--- config.mk ---
export PLATFORM = sky130hd
export DESIGN_NAME = integer_to_radix_string
export DESIGN_NICKNAME = d
export VERILOG_FILES = /design/src/design/itrs_pkg.sv /design/src/design/itrs_front.sv /design/src/design/itrs_back.sv /design/src/design/integer_to_radix_string.sv
export SDC_FILE = /design/constraint.sdc
export NUM_CORES = 1
export LEC_CHECK = 0
export ABC_CLOCK_PERIOD_IN_PS = 27000
export BUFFER_PORTS_ARGS = -buffer_cell sky130_fd_sc_hd__buf_2
export CAP_MARGIN = 20
export CELL_PAD_IN_SITES_DETAIL_PLACEMENT = 2
export CELL_PAD_IN_SITES_GLOBAL_PLACEMENT = 2
export CORE_MARGIN = 2
export CORE_UTILIZATION = 40
export CTS_BUF_LIST = sky130_fd_sc_hd__clkbuf_16
export DETAILED_ROUTE_END_ITERATION = 10
export PLACE_DENSITY = 0.75
export SLEW_MARGIN = 20
export SYNTH_ARGS = -nofsm -noshare
export SYNTH_HDL_FRONTEND = slang
export SYNTH_SLANG_ARGS = --single-unit
--- constraint.sdc ---
create_clock -name clk -period 27 [get_ports clk]
set_clock_uncertainty 0.15 [all_clocks]
set_input_delay 4.05 -clock clk [delete_from_list [all_inputs] [get_ports clk]]
set_output_delay 4.05 -clock clk [all_outputs]
set_load 0.02 [all_outputs]
--- src/design/itrs_pkg.sv ---
// ----------------------------------------------------------------------------
// itrs_pkg
// Shared types, constants and helpers for the integer to radix string block.
// ----------------------------------------------------------------------------
package itrs_pkg;

	localparam int VALUE_BITS  = 32;
	localparam int RADIX_BITS  = 6;
	localparam int CHAR_BITS   = 8;

	// divider retires this many quotient bits per cycle
	localparam int DIV_BITS    = 8;
	localparam int DIV_CYCLES  = (VALUE_BITS + DIV_BITS - 1) / DIV_BITS;
	localparam int PAD_BITS    = DIV_CYCLES * DIV_BITS;
	localparam int DCNT_BITS   = (DIV_CYCLES > 1) ? $clog2(DIV_CYCLES) : 1;

	// digit stack
	localparam int IDX_BITS    = $clog2(VALUE_BITS);
	localparam int CNT_BITS    = $clog2(VALUE_BITS + 1);

	localparam int QUEUE_DEPTH = 2;

	localparam logic [RADIX_BITS-1:0] RADIX_MIN = RADIX_BITS'(2);
	localparam logic [RADIX_BITS-1:0] RADIX_MAX = RADIX_BITS'(36);
	localparam logic [RADIX_BITS-1:0] DEC_DIGITS = RADIX_BITS'(10);

	localparam logic [CHAR_BITS-1:0] CHAR_ZERO  = 8'h30;
	localparam logic [CHAR_BITS-1:0] CHAR_UPPER = 8'h41;
	localparam logic [CHAR_BITS-1:0] CHAR_MINUS = 8'h2D;

	typedef struct packed {
		logic signed [VALUE_BITS-1:0] value;
		logic [RADIX_BITS-1:0]        radix;
	} in_item_t;

	typedef struct packed {
		logic [CHAR_BITS-1:0] character;
		logic                 last;
	} out_item_t;

	// classified work for the back end
	typedef struct packed {
		logic                  neg;
		logic [VALUE_BITS-1:0] mag;
		logic [RADIX_BITS-1:0] radix;
	} job_t;

	typedef enum logic [2:0] {
		ST_IDLE,
		ST_DIV,
		ST_SIGN,
		ST_READ,
		ST_EMIT
	} back_state_t;

	typedef struct packed {
		logic pop;
		logic div_step;
		logic mem_rd;
		logic out_load;
		logic out_sign;
	} back_ctl_t;

	function automatic logic [CHAR_BITS-1:0] digit_char(input logic [RADIX_BITS-1:0] d);
		logic [CHAR_BITS-1:0] c;
		if (d < DEC_DIGITS) begin
			c = CHAR_ZERO + CHAR_BITS'(d);
		end else if (d < RADIX_MAX) begin
			c = CHAR_UPPER + CHAR_BITS'(d - DEC_DIGITS);
		end else begin
			c = CHAR_ZERO;
		end
		return c;
	endfunction

endpackage

--- src/design/itrs_front.sv ---
// ----------------------------------------------------------------------------
// itrs_front
// Accepts items, splits sign and magnitude, clamps the radix and queues the
// job for the back end.
// ----------------------------------------------------------------------------
module itrs_front (
	input  logic               clk,
	input  logic               arst_n,
	input  logic               in_valid,
	output logic               in_ready,
	input  itrs_pkg::in_item_t in_item,
	output logic               job_valid,
	output itrs_pkg::job_t     job,
	input  logic               job_pop
);

	localparam int PTR_BITS = (itrs_pkg::QUEUE_DEPTH > 1) ? $clog2(itrs_pkg::QUEUE_DEPTH) : 1;
	localparam int QCNT_BITS = $clog2(itrs_pkg::QUEUE_DEPTH + 1);

	itrs_pkg::job_t               queue_q [itrs_pkg::QUEUE_DEPTH];
	logic [PTR_BITS-1:0]          wr_ptr_q;
	logic [PTR_BITS-1:0]          rd_ptr_q;
	logic [QCNT_BITS-1:0]         count_q;
	itrs_pkg::job_t               job_in;
	logic                         push;
	logic                         pop;
	logic [itrs_pkg::VALUE_BITS-1:0] v;

	always_comb begin
		v            = in_item.value;
		job_in.neg   = v[itrs_pkg::VALUE_BITS-1];
		job_in.mag   = job_in.neg ? (~v + 1'b1) : v;
		if (in_item.radix < itrs_pkg::RADIX_MIN) begin
			job_in.radix = itrs_pkg::RADIX_MIN;
		end else if (in_item.radix > itrs_pkg::RADIX_MAX) begin
			job_in.radix = itrs_pkg::RADIX_MAX;
		end else begin
			job_in.radix = in_item.radix;
		end
	end

	assign in_ready  = count_q != QCNT_BITS'(itrs_pkg::QUEUE_DEPTH);
	assign job_valid = count_q != '0;
	assign job       = queue_q[rd_ptr_q];
	assign push      = in_valid && in_ready;
	assign pop       = job_pop && job_valid;

	function automatic logic [PTR_BITS-1:0] ptr_inc(input logic [PTR_BITS-1:0] p);
		logic [PTR_BITS-1:0] n;
		if (p == PTR_BITS'(itrs_pkg::QUEUE_DEPTH - 1)) begin
			n = '0;
		end else begin
			n = p + 1'b1;
		end
		return n;
	endfunction

	always_ff @(posedge clk or negedge arst_n) begin
		if (!arst_n) begin
			wr_ptr_q <= '0;
			rd_ptr_q <= '0;
			count_q  <= '0;
		end else begin
			if (push) begin
				wr_ptr_q <= ptr_inc(wr_ptr_q);
			end
			if (pop) begin
				rd_ptr_q <= ptr_inc(rd_ptr_q);
			end
			if (push && !pop) begin
				count_q <= count_q + 1'b1;
			end else if (pop && !push) begin
				count_q <= count_q - 1'b1;
			end
		end
	end

	always_ff @(posedge clk) begin
		if (push) begin
			queue_q[wr_ptr_q] <= job_in;
		end
	end

endmodule

--- src/design/itrs_back.sv ---
// ----------------------------------------------------------------------------
// itrs_back
// Repeated division by the radix into a digit stack, then emission of the
// sign and the digits, most significant first, through an output register.
// ----------------------------------------------------------------------------
module itrs_back (
	input  logic                clk,
	input  logic                arst_n,
	input  logic                job_valid,
	input  itrs_pkg::job_t      job,
	output logic                job_pop,
	output logic                out_valid,
	input  logic                out_ready,
	output itrs_pkg::out_item_t out_item
);

	itrs_pkg::back_state_t state_q, state_d;
	itrs_pkg::back_ctl_t   ctl;

	logic [itrs_pkg::PAD_BITS-1:0]   dq_q;
	logic [itrs_pkg::RADIX_BITS-1:0] rem_q;
	logic [itrs_pkg::RADIX_BITS-1:0] radix_q;
	logic                            neg_q;
	logic [itrs_pkg::DCNT_BITS-1:0]  dcnt_q;
	logic [itrs_pkg::CNT_BITS-1:0]   cnt_q;
	logic [itrs_pkg::RADIX_BITS-1:0] rd_q;
	logic [itrs_pkg::RADIX_BITS-1:0] digit_mem [itrs_pkg::VALUE_BITS];

	logic                            out_valid_q;
	itrs_pkg::out_item_t             out_q;

	logic [itrs_pkg::PAD_BITS-1:0]   dq_n;
	logic [itrs_pkg::RADIX_BITS-1:0] rem_n;
	logic [itrs_pkg::RADIX_BITS:0]   trial;
	logic                            div_last;
	logic                            div_finish;
	logic [itrs_pkg::CNT_BITS-1:0]   cnt_p1;
	logic [itrs_pkg::CNT_BITS-1:0]   cnt_m1;
	logic                            slot_free;

	// one chunk of restoring division, DIV_BITS quotient bits
	always_comb begin
		dq_n  = dq_q;
		rem_n = rem_q;
		trial = '0;
		for (int i = 0; i < itrs_pkg::DIV_BITS; i++) begin
			trial = {rem_n, dq_n[itrs_pkg::PAD_BITS-1]};
			dq_n  = dq_n << 1;
			if (trial >= {1'b0, radix_q}) begin
				trial   = trial - {1'b0, radix_q};
				dq_n[0] = 1'b1;
			end
			rem_n = trial[itrs_pkg::RADIX_BITS-1:0];
		end
	end

	assign div_last   = dcnt_q == itrs_pkg::DCNT_BITS'(itrs_pkg::DIV_CYCLES - 1);
	assign cnt_p1     = cnt_q + 1'b1;
	assign cnt_m1     = cnt_q - 1'b1;
	// stop when the quotient runs out or the stack is full
	assign div_finish = div_last &&
		(dq_n == '0 || cnt_p1 == itrs_pkg::CNT_BITS'(itrs_pkg::VALUE_BITS));
	assign slot_free  = !out_valid_q || out_ready;

	always_comb begin
		state_d = state_q;
		case (state_q)
			itrs_pkg::ST_IDLE: begin
				if (job_valid) begin
					state_d = itrs_pkg::ST_DIV;
				end
			end
			itrs_pkg::ST_DIV: begin
				if (div_finish) begin
					state_d = neg_q ? itrs_pkg::ST_SIGN : itrs_pkg::ST_READ;
				end
			end
			itrs_pkg::ST_SIGN: begin
				if (slot_free) begin
					state_d = itrs_pkg::ST_READ;
				end
			end
			itrs_pkg::ST_READ: begin
				state_d = itrs_pkg::ST_EMIT;
			end
			itrs_pkg::ST_EMIT: begin
				if (slot_free) begin
					state_d = (cnt_q == '0) ? itrs_pkg::ST_IDLE : itrs_pkg::ST_READ;
				end
			end
			default: begin
				state_d = itrs_pkg::ST_IDLE;
			end
		endcase
	end

	always_comb begin
		ctl = '0;
		case (state_q)
			itrs_pkg::ST_IDLE: begin
				ctl.pop = job_valid;
			end
			itrs_pkg::ST_DIV: begin
				ctl.div_step = 1'b1;
			end
			itrs_pkg::ST_SIGN: begin
				ctl.out_load = slot_free;
				ctl.out_sign = 1'b1;
			end
			itrs_pkg::ST_READ: begin
				ctl.mem_rd = 1'b1;
			end
			itrs_pkg::ST_EMIT: begin
				ctl.out_load = slot_free;
			end
			default: begin
				ctl = '0;
			end
		endcase
	end

	assign job_pop = ctl.pop;

	always_ff @(posedge clk or negedge arst_n) begin
		if (!arst_n) begin
			state_q     <= itrs_pkg::ST_IDLE;
			dcnt_q      <= '0;
			cnt_q       <= '0;
			out_valid_q <= 1'b0;
		end else begin
			state_q <= state_d;
			if (ctl.pop) begin
				dcnt_q <= '0;
				cnt_q  <= '0;
			end else if (ctl.div_step) begin
				if (div_last) begin
					dcnt_q <= '0;
					cnt_q  <= cnt_p1;
				end else begin
					dcnt_q <= dcnt_q + 1'b1;
				end
			end else if (ctl.mem_rd) begin
				cnt_q <= cnt_m1;
			end
			if (ctl.out_load) begin
				out_valid_q <= 1'b1;
			end else if (out_ready) begin
				out_valid_q <= 1'b0;
			end
		end
	end

	always_ff @(posedge clk) begin
		if (ctl.pop) begin
			dq_q    <= itrs_pkg::PAD_BITS'(job.mag);
			rem_q   <= '0;
			radix_q <= job.radix;
			neg_q   <= job.neg;
		end else if (ctl.div_step) begin
			dq_q  <= dq_n;
			rem_q <= div_last ? '0 : rem_n;
		end
		if (ctl.div_step && div_last) begin
			digit_mem[cnt_q[itrs_pkg::IDX_BITS-1:0]] <= rem_n;
		end
		if (ctl.mem_rd) begin
			rd_q <= digit_mem[cnt_m1[itrs_pkg::IDX_BITS-1:0]];
		end
		if (ctl.out_load) begin
			if (ctl.out_sign) begin
				out_q.character <= itrs_pkg::CHAR_MINUS;
				out_q.last      <= 1'b0;
			end else begin
				out_q.character <= itrs_pkg::digit_char(rd_q);
				out_q.last      <= cnt_q == '0;
			end
		end
	end

	assign out_valid = out_valid_q;
	assign out_item  = out_q;

endmodule

--- src/design/integer_to_radix_string.sv ---
// ----------------------------------------------------------------------------
// integer_to_radix_string
// Converts a signed integer to its ASCII text in radix 2 to 36, one
// character per output item, most significant first, last one flagged.
//
//   channel  dir  handshake            payload
//   in       in   in_valid/in_ready    in_item  {value, radix}
//   out      out  out_valid/out_ready  out_item {character, last}
//
// The front end takes each item into a two-entry job queue.
// The back end takes one job at a time: it divides 8 quotient bits per cycle,
// pushing each remainder digit onto the digit stack, then emits the sign, if
// negative, and reads the digits back from the stack, one per output item.
// Reset is asynchronous; no clearing pass. A stalled output
// holds the back end while the front end keeps filling the queue.
// ----------------------------------------------------------------------------
module integer_to_radix_string (
	input  logic                clk,
	input  logic                arst_n,
	input  logic                in_valid,
	output logic                in_ready,
	input  itrs_pkg::in_item_t  in_item,
	output logic                out_valid,
	input  logic                out_ready,
	output itrs_pkg::out_item_t out_item
);

	logic           job_valid;
	logic           job_pop;
	itrs_pkg::job_t job;

	itrs_front u_front (
		.clk       (clk),
		.arst_n    (arst_n),
		.in_valid  (in_valid),
		.in_ready  (in_ready),
		.in_item   (in_item),
		.job_valid (job_valid),
		.job       (job),
		.job_pop   (job_pop)
	);

	itrs_back u_back (
		.clk       (clk),
		.arst_n    (arst_n),
		.job_valid (job_valid),
		.job       (job),
		.job_pop   (job_pop),
		.out_valid (out_valid),
		.out_ready (out_ready),
		.out_item  (out_item)
	);

endmodule
# Yosys cells after proc, flatten, opt, wreduce, memory -nomap -nowiden
# Memories as Yosys holds them, arrays and structs flattened. A register that Yosys moved wholly into a read port is not among the register bits.
# Index checks and enable logic that the tools add are counted.
# classes
addsub	19
n_mul	0
n_div	0
order_cmp	12
n_eq_ne	12
n_shift	0
muxes	53
bitwise_logic	1
reduce_logical	22
# ops
op	n
two-way mux 32 bit	3
two-way mux 6 bit	15
greater-or-equal comparator 7 x 6 -> 1 bit	8
subtractor 6 bit	8
adder 32 x 1 -> 32 bit, second input constant	1
zero test 32 bit	1
inverter 32 bit	1
two-way mux 1 bit	22
two-way mux 8 bit	2
case mux 3 bit (5 select lines)	1
two-way mux 2 bit	6
two-way mux 3 bit	4
adder 7 x 8 -> 8 bit, first input constant	1
!= test 2 x 1 -> 1 bit, second input constant	4
nonzero test 2 bit	4
adder 6 x 6 -> 7 bit, first input constant	1
subtractor 6 x 4 -> 7 bit, second input constant	1
adder 6 x 1 -> 6 bit, second input constant	1
== test 3 x 2 -> 1 bit, second input constant	2
== test 6 bit, second input constant	1
> comparator 6 bit, second input constant	1
logical AND 1 bit	6
zero test 6 bit	1
less-than comparator 6 x 2 -> 1 bit, second input constant	1
other kinds (18)	23
# totals
reg_bits	70
latchBits	0
ram_bits	270
mem_bits_ro	0
in_bits	42
out_inout_bits	11
elab_cells	134
mem_count	2
# mem_list
memory	depth	width	read_ports	rd_clocked_by_memory_dff	write_ports	line	rtl
u_back.digit_mem	32	6	1	1	1	itrs_back.sv:27	logic [itrs_pkg::RADIX_BITS-1:0] digit_mem [itrs_pkg::VALUE_BITS];
u_front.queue_q	2	39	1	0	1	itrs_front.sv:20	itrs_pkg::job_t queue_q [itrs_pkg::QUEUE_DEPTH];

# Longest topological paths before layout
# Gate-level depths: netlist of the first run.
# logic_depth
depth_word	21
ltp_mapped	82
ltp_nobuf	77

# Hierarchy
# Synthesis of the first run repeated with hierarchy kept, for this count alone.
# unflattened
hier_cells	1248
area_unflattened_um2	17392.9
# by_module_without_submodules
module	n_inst	cells_per_inst	area_per_inst_um2	seq_area_each_um2
itrs_back	1	995	13550.5	7807.5
itrs_front	1	253	3842.4	2442.3

# Worst setup path after synthesis of the first run
# No wires, ideal clock.
# synth_path
kind	flip-flop to flip-flop
startpoint	register u_back.radix_q[1] in the netlist's numbering
endpoint	memory u_back.digit_mem[0][0] in the netlist's numbering, data pin
setup_time_ns	0.392
arrival_ns	16.910
required_ns	26.458
path_slack_ns	9.547
stages_incl_launch_ff	77
path_buffers	5
period_less_slack_ns	17.453
cell_sequence	edfxtp_1 > inv_1 > ha_1 > nor2_1 > a21boi_0 > o21ai_2 > mux2_2 > ha_1 > and3_1 > a311o_1 > o32a_4 > nor2_1 > o21ai_0 > ha_1 > nor2b_1 > o211a_1 > o41a_1 > a311oi_1 > [... 41 more ...] > a211oi_1 > and2_1 > clkbuf_1 > inv_1 > mux2i_1 > mux2_2 > inv_1 > ha_1 > nor2b_1 > o21ai_0 > nand2b_1 > a21o_1 > a21o_1 > a211oi_1 > or4b_1 > o211a_1 > buf_6 > mux2i_1
# synth_via
elab_chain_cells	16
word_cells_on_any_way	23
classes_between	7 x add/sub; 8 x order compare; 8 x mux
# synth_rtl
item	line	rtl
start: declaration	itrs_back.sv:22	logic [itrs_pkg::RADIX_BITS-1:0] radix_q;
start signal: assignment	itrs_back.sv:157	radix_q <= job.radix;
subtractor 6 bit or greater-or-equal comparator 7 x 6 -> 1 bit (tied branches)	itrs_back.sv:50, itrs_back.sv:49	
two-way mux 6 bit	itrs_back.sv:49	if (trial >= {1'b0, radix_q}) begin
subtractor 6 bit or greater-or-equal comparator 7 x 6 -> 1 bit (tied branches)	itrs_back.sv:50, itrs_back.sv:49	
two-way mux 6 bit	itrs_back.sv:49	
subtractor 6 bit or greater-or-equal comparator 7 x 6 -> 1 bit (tied branches)	itrs_back.sv:50, itrs_back.sv:49	
two-way mux 6 bit	itrs_back.sv:49	
subtractor 6 bit or greater-or-equal comparator 7 x 6 -> 1 bit (tied branches)	itrs_back.sv:50, itrs_back.sv:49	
two-way mux 6 bit	itrs_back.sv:49	
subtractor 6 bit or greater-or-equal comparator 7 x 6 -> 1 bit (tied branches)	itrs_back.sv:50, itrs_back.sv:49	
two-way mux 6 bit	itrs_back.sv:49	
greater-or-equal comparator 7 x 6 -> 1 bit or subtractor 6 bit (tied branches)	itrs_back.sv:49, itrs_back.sv:50	
two-way mux 6 bit	itrs_back.sv:49	
subtractor 6 bit or greater-or-equal comparator 7 x 6 -> 1 bit (tied branches)	itrs_back.sv:50, itrs_back.sv:49	
two-way mux 6 bit	itrs_back.sv:49	
greater-or-equal comparator 7 x 6 -> 1 bit (*)	itrs_back.sv:49	
two-way mux 6 bit (*)	itrs_back.sv:49	
via u_back.trial (one bit)	itrs_back.sv:34	logic [itrs_pkg::RADIX_BITS:0] trial;
end: declaration	itrs_back.sv:27	
# The timed path passes the listed nets; every way through them passes the cells marked *.

# Final worst setup path of the first run
# layout_path
startpoint	register u_back.radix_q[1] in the netlist's numbering
endpoint	register u_back.rem_q[0] in the netlist's numbering
# layout_via
elab_chain_cells	17
word_cells_on_any_way	24
classes_between	7 x add/sub; 8 x order compare; 9 x mux
# layout_rtl
item	line	rtl
subtractor 6 bit or greater-or-equal comparator 7 x 6 -> 1 bit (tied branches)	itrs_back.sv:50, itrs_back.sv:49	
two-way mux 6 bit	itrs_back.sv:49	
subtractor 6 bit or greater-or-equal comparator 7 x 6 -> 1 bit (tied branches)	itrs_back.sv:50, itrs_back.sv:49	
two-way mux 6 bit	itrs_back.sv:49	
subtractor 6 bit or greater-or-equal comparator 7 x 6 -> 1 bit (tied branches)	itrs_back.sv:50, itrs_back.sv:49	
two-way mux 6 bit	itrs_back.sv:49	
subtractor 6 bit or greater-or-equal comparator 7 x 6 -> 1 bit (tied branches)	itrs_back.sv:50, itrs_back.sv:49	
two-way mux 6 bit	itrs_back.sv:49	
[... 2 more ...]	-	
greater-or-equal comparator 7 x 6 -> 1 bit or subtractor 6 bit (tied branches)	itrs_back.sv:49, itrs_back.sv:50	
two-way mux 6 bit	itrs_back.sv:49	
subtractor 6 bit or greater-or-equal comparator 7 x 6 -> 1 bit (tied branches)	itrs_back.sv:50, itrs_back.sv:49	
two-way mux 6 bit	itrs_back.sv:49	
greater-or-equal comparator 7 x 6 -> 1 bit (*)	itrs_back.sv:49	
two-way mux 6 bit (*)	itrs_back.sv:49	
via u_back.trial (one bit)	itrs_back.sv:34	
two-way mux 6 bit (*)	itrs_back.sv:161	rem_q <= div_last ? '0 : rem_n;
end signal: assignment	itrs_back.sv:161	
end: declaration	itrs_back.sv:21	logic [itrs_pkg::RADIX_BITS-1:0] rem_q;
# Marks and branches as above.
# A chain may end at the register's enable or synchronous reset.

==> results of run 1 <==
## placed cells by master (no fill, tap or decap), drive strengths merged, types with 44 or more instances in the layout
cell	n
edfxtp	324
nor2	105
a21oi	68
inv	64
buf	63
ha	61
mux4	60
xnor2	59
nand2	53
o21ai	50
mux2i	44
## cell usage after synthesis, drive strengths merged, types with 27 or more instances
cell / instances / share of area
o21ai: 50 / 0.015
mux2: 30 / 0.020
nor2: 105 / 0.023
ha: 61 / 0.045
clkbuf: 27 / 0.0059
mux2i: 44 / 0.026
inv: 56 / 0.012
mux4: 60 / 0.079
edfxtp: 324 / 0.57
nand2: 53 / 0.012
a21oi: 68 / 0.020
xnor2: 59 / 0.030
## kinds of logic (layout without fill, tap and decap cells)
kind of cell | count (synthesis) | count (layout)
buffers and inverters | 101 | 188
and+or+nand+nor | 280 | 280
xor gates and xnor gates | 72 | 72
DFF | 346 | 346
adders and majority gates | 70 | 70
AOI/OAI and AO/OA | 214 | 214
muxes | 134 | 134
## layer usage
metal  GRT usage  vias to the layer above  wire length [um]
li1            -                     4793                 -
met1       0.257                     5459             19300
met2       0.381                      187             24000
met3      0.0305                       86              1500
met4      0.0716                        0              1500
met5           0                        -                 0
## sequential cells by signal (all words and copies together) (netlist names), 2 cells and up
name / count
u_back.out_item: 9
u_back.dcnt_q: 2
u_back.dq_q: 32
u_front.queue_q: 78
u_back.rem_q: 6
u_back.cnt_q: 6
u_front.count_q: 2
u_back.state_q: 3
u_back.digit_mem: 192
u_back.rd_q: 6
u_back.radix_q: 6
## cell type report
type	count	area, um^2
fill	4066	22900
timing repair buffer	63	343
tap	539	674
inverter	56	210
clock inverter	28	248
multi-input combinational	770	6500
clock buffer	41	1030
sequential	346	10300
## critical path, delay by kind of cell (launching register included)
family                     cells  cell delay (ns)
AOI/OAI and AO/OA             39            10.15
muxes                          7             3.06
and+or+nand+nor               12             2.45
adders and majority gates      8             2.42
buffers and inverters          7             1.42
DFF                            1             0.74
## per-stage QoR
stage | std cells | setup WS, ns | cell area [um^2] | util
2_1_floorplan | 1217 | 9.55 | 17100 | -
3_3_place_gp | 1774 | 7.56 | 18000 | 0.427
3_5_place_dp | 1774 | 6.60 | 18000 | 0.427
4_1_cts | 1843 | 6.47 | 19300 | 0.457
5_1_grt | 1843 | 4.89 | 19300 | 0.457
6_report | 1843 | 6.53 | 19300 | 0.457
## worst paths after layout
path	to	slack, ns
setup / recovery	u_back.rem_q[0]	6.53
hold / removal	u_front.count_q[1]	0.38
setup reg to reg	u_back.rem_q[0]	6.53
hold reg to reg	u_front.count_q[1]	0.38
max in group asynchronous	u_back.cnt_q[0]	23.10
min in group asynchronous	u_back.cnt_q[4]	3.28
==> impl_metrics.ini, run 1 <==
[sta]
finalCriticalPeriod_ns = 20.47
setup_tns_ns = 0
final_number_of_max_transition_violations = 0
timing.final.crit_share = 0.758
fin_hold_viols = 0
worst_slew_slack_as_a_fraction_of_its_limit = 0.287
max_slew.worst_pin.slew_ns = 1.05
fmaxAchievable_mhz = 48.9
grt_setup_unrepaired = false
finalSetupViolCount = 0
holdWs_ns = 0.384

[clocking]
clock_insertion_delay_worst_skew_ns = 0.55
clk_pin_slew_ns = 0.07
clock_sinks = 346
h-tree-depth = 2
cts_repair_resize_count = 0
post-cts-setup-buffer-count = 0
max-clock-path-buffers = 3
cts_made_buffers = 39
cts_tree = yes
hold_buffers = 0
clock-root-buffer = clkbuf_16

[finish]
diodes = 0
final_nets = 1387
flow.area_growth_from_synthesis_pct = 12.3
drive_gt1_frac = 0.183

[global_routing]
grt_max_degree = 68
first_pass_grt_wire_length_um = 70800
first_global_vias = 11900
grt_antenna_before_repair = 0
globalRouteTotalUtil = 0.211
congestion_overflow_gr = 0

[setup_path]
worstSetupStartpoint = u_back.radix_q[1]
cp_max_fo = 20
critPathLaunchType = flop
timing_worst_setup_path_type = flop to flop
critPathRequiredTime_ns = 27.34
critical_path.most_common_cell = ha_1
worstPathArrival_ns = 20.81
cp_slowest_stage_delay_ns = 0.89
cp_slowest_cell = mux2i_2
rr_startpoint = u_back.radix_q[1]
cp-end-kind = flop
reg2regPathDepth = 73

[logic_synthesis]
synth.cell_area_mm2 = 0.0171
synth_compound_gate_area_share = 0.0821
synth_edf_count = 324
ys_async_sr_fraction = 0.0462
yosysWarningCount = 0
ys_dominant_reg_cell = edfxtp_1
yosys.area_share.simple = 0.0798
syn_avg_cell_area_um2 = 14.1
synthCells = 1217
synth_top_family_by_area = multiplexers
synthXorXnorAreaFrac = 0.0368
synth_fa_ha_area_frac = 0.0544
synth_seq_area_share = 0.598
synthMuxAreaShare = 0.124
synth_seq_cells = 346
synthesis.nets = 1328
synthDistinctLibCells = 74

[routing]
ant_nets = 0
detail_route.iter0.violations = 587
detailroute.via_count = 10500
drcViolationCount = 0
drt_pre_antenna_iters = 4
drt-wirelength-per-cell_um = 25.1
via_per_inst = 5.71
totalWireLength_um = 46300

[run_status]
outcome = complete, no violations

[die]
starting_density_of_the_core = 0.407
floorplan.core_area_mm2 = 0.0421
floorplan.die.height_um = 211
die_boundary_width_um = 211
ioPinCount = 53
fp-row-count = 75
floorplan.die_area_mm2 = 0.0445

[place]
io_buffers = 52
hpwlAfterDp_um = 32200
place_congestion = 0.832

[worst_hold_path]
worstHoldStart = u_front.count_q[1]
min-delay-path-class = flop to flop
hold-path-cell-count = 1

[job]
maxCapViolations = 0
Power of run 1 is not shown: default switching activity piles up to over one toggle a cycle in this logic, so the estimate is an artifact.
==> run 2: changes to the inputs <==
ABC_AREA = 1   (was unset)
ABC_CLOCK_PERIOD_IN_PS = 20400   (was 27000)
PLACE_DENSITY = 0.8   (was 0.75)
clock period = 20.4 ns   (was 27 ns; I/O delays follow)
==> run 2 against run 1 <==
- hold slack lost 0.031 ns
- worst setup slack got worse by 1.9 ns
- fmax rose by 29%
- sequential share of layout area is 1.0 points lower
- cell area up 1.9%
- first-iteration DRC count grew 50%
- non-clock buffer count rose by 4
- core utilization fell by 0.23 points
- global-route usage rose by 4.2 points
- wire length grew 22%
==> impl_metrics.ini, run 2 <==
[logic_synthesis]
synth_most_common_cell = edfxtp_1
synth_top_cells_by_count = edfxtp_1, nor2_1, nand2_1, inv_1, o21ai_0
synthDistinctLibCells = 53
synth_seq_cells = 346
post_synth_main_area_contributors = edfxtp_1, nor2_1, nand2_1, ha_1, inv_1
syn_avg_cell_area_um2 = 10.6
synth_seq_area_share = 0.586
synthCells = 1649
ys_async_sr_fraction = 0.0462
ys_dominant_reg_cell = edfxtp_1
synthesis.nets = 1760
yosysWarningCount = 0
netlist.area_leader.share = 0.556
synth_edf_count = 324
synth_area_leader_cell = edfxtp_1
synth.cell_area_mm2 = 0.0175

[finish]
most_frequent_cells_in_the_layout = edfxtp_1, nor2_1, nand2_1, inv_1, o21ai_0
stdcell_count = 2308
layout_commonest_cell = edfxtp_1
final_nets = 1804
flow.area_growth_from_synthesis_pct = 12.1
final_util = 0.455
diodes = 0
ff_latch_area_mm2 = 0.0103
fillers = 4540
multi_input_area_mm2 = 0.00645
max_reg_flops = 192
drive_gt1_frac = 0.107

[worst_hold_path]
worstHoldStart = u_back.rem_q[1]
min-delay-path-class = flop to flop
hold-path-cell-count = 2
min_delay_worst_endpoint = u_back.rem_q[1]

[routing]
via_per_inst = 5.58
totalWireLength_um = 56600
detail_route.iter0.violations = 883
drt-wirelength-per-cell_um = 24.5
drcViolationCount = 0
drt_pre_antenna_iters = 5
ant_nets = 0
detailroute.via_count = 12900

[clocking]
clock_insertion_delay_worst_skew_ns = 0.58
h-tree-depth = 2
hold_buffers = 0
max-clock-path-buffers = 3
post-cts-setup-buffer-count = 0
cts_made_buffers = 39
clk_pin_slew_ns = 0.07
cts_repair_resize_count = 0
cts_tree = yes
clock-root-buffer = clkbuf_16
clock_sinks = 346

[job]
maxCapViolations = 0

[die]
fp-row-count = 76
floorplan.die_area_mm2 = 0.0454
floorplan.core_area_mm2 = 0.0432
starting_density_of_the_core = 0.405
ioPinCount = 53
floorplan.die.height_um = 213
die_boundary_width_um = 213

[setup_path]
reg2regPathDepth = 75
critPathRequiredTime_ns = 20.50
cp_max_fo = 32
critical_path.most_common_cell = nand2_1
timing_worst_setup_path_type = flop to flop
reg2reg_to = u_back.digit_mem[30][5]
rr_startpoint = u_back.radix_q[1]
cp_slowest_cell = edfxtp_1
worstPathArrival_ns = 15.91
critPathLaunchType = flop
regToRegSetupSlack_ns = 4.59
cp-end-kind = flop
cp_slowest_stage_delay_ns = 0.67

[place]
place_congestion = 0.830
preCtsSetupSlack_ns = 4.26
place_inst = 2237
hpwlAfterDp_um = 38000
io_buffers = 52

[global_routing]
first_global_vias = 14000
first_pass_grt_wire_length_um = 85700
congestion_overflow_gr = 0
grt_antenna_before_repair = 3
grt_max_degree = 83
globalRouteTotalUtil = 0.252

[sta]
finalSetupViolCount = 0
setup_tns_ns = 0
postLayoutSetupSlackWorst_ns = 4.59
fin_hold_viols = 0
fmaxAchievable_mhz = 63.3
finalCriticalPeriod_ns = 15.81
final_number_of_max_transition_violations = 0
max_slew.worst_pin.slew_ns = 0.979
timing.final.crit_share = 0.775
grt_setup_unrepaired = false
worst_slew_slack_as_a_fraction_of_its_limit = 0.348

[run_status]
outcome = complete, no violations
[run 2: cell count changes in the layout (fill, tap and decap cells not counted), moves of 18 or more]
cell	before	now
xnor2_1	58	30
mux2_2	30	0
o21ai_0	47	99
mux2i_1	42	19
inv_1	61	138
mux4_2	60	0
o32ai_1	0	31
nand3_1	11	50
xor2_1	13	41
a21oi_1	67	31
nand2_1	53	247
o211ai_1	3	21
nor2_1	104	271
[run 2: critical path, delay by kind of cell, from the launching register on]
family,cells,cell delay [ns]
AO/OA/AOI/OAI,27,6.43
flip-flops,1,0.67
adder cells (fa/ha/maj),8,2.77
buffers and inverters,8,1.13
AND/OR/NAND/NOR,32,4.30
[run 2: how the worst max path moves through the flow]
stage                         endpoint               from  slack (ns)  depth (start not counted)
4_1_cts        u_back.digit_mem[18][5]  u_back.radix_q[1]        4.09                         75
6_report       u_back.digit_mem[30][5]  u_back.radix_q[1]        4.59                         75
3_3_place_gp   u_back.digit_mem[10][5]  u_back.radix_q[1]        5.61                         76
3_5_place_dp   u_back.digit_mem[30][5]  u_back.radix_q[1]        4.26                         75
5_1_grt        u_back.digit_mem[10][5]  u_back.radix_q[1]        3.08                         79
2_1_floorplan   u_back.digit_mem[0][0]  u_back.radix_q[1]        7.32                         73
[run 2: final cells by class]
class,count,share of cell area
Clock inverter,32,0.0159
Timing Repair Buffer,67,0.0190
Inverter,141,0.0270
Tap cell,585,0.0373
Sequential cell,346,0.522
Clock buffer,39,0.0497
Multi-Input combinational cell,1098,0.329
[run 2: kinds of logic after synthesis]
kind of cell | Yosys count | synth area share
AO/OA/AOI/OAI | 284 | 0.106
multiplexers | 19 | 0.0109
flip-flops | 346 | 0.586
AND/OR/NAND/NOR | 655 | 0.161
buffers and inverters | 205 | 0.0478
adder cells (fa/ha/maj) | 69 | 0.0528
XOR/XNOR | 71 | 0.0355
[run 2: per-layer routing]
metal	global-route usage	vias up	part of all wire
li1	-	5913	-
met1	0.335	6577	0.44
met2	0.434	295	0.49
met3	0.0328	79	0.044
met4	0.0716	4	0.022
met5	0	-	0.00046
[run 2: metrics by stage]
stage / hold WS, ns / cell area (um^2)
finish: 0.352 / 19600
global placement: 0.321 / 18300
global route: 0.380 / 19600
detailed placement: 0.324 / 18300
CTS: 0.350 / 19600
floorplan: 0.295 / 17500
Power of run 2 is left out for the same reason.
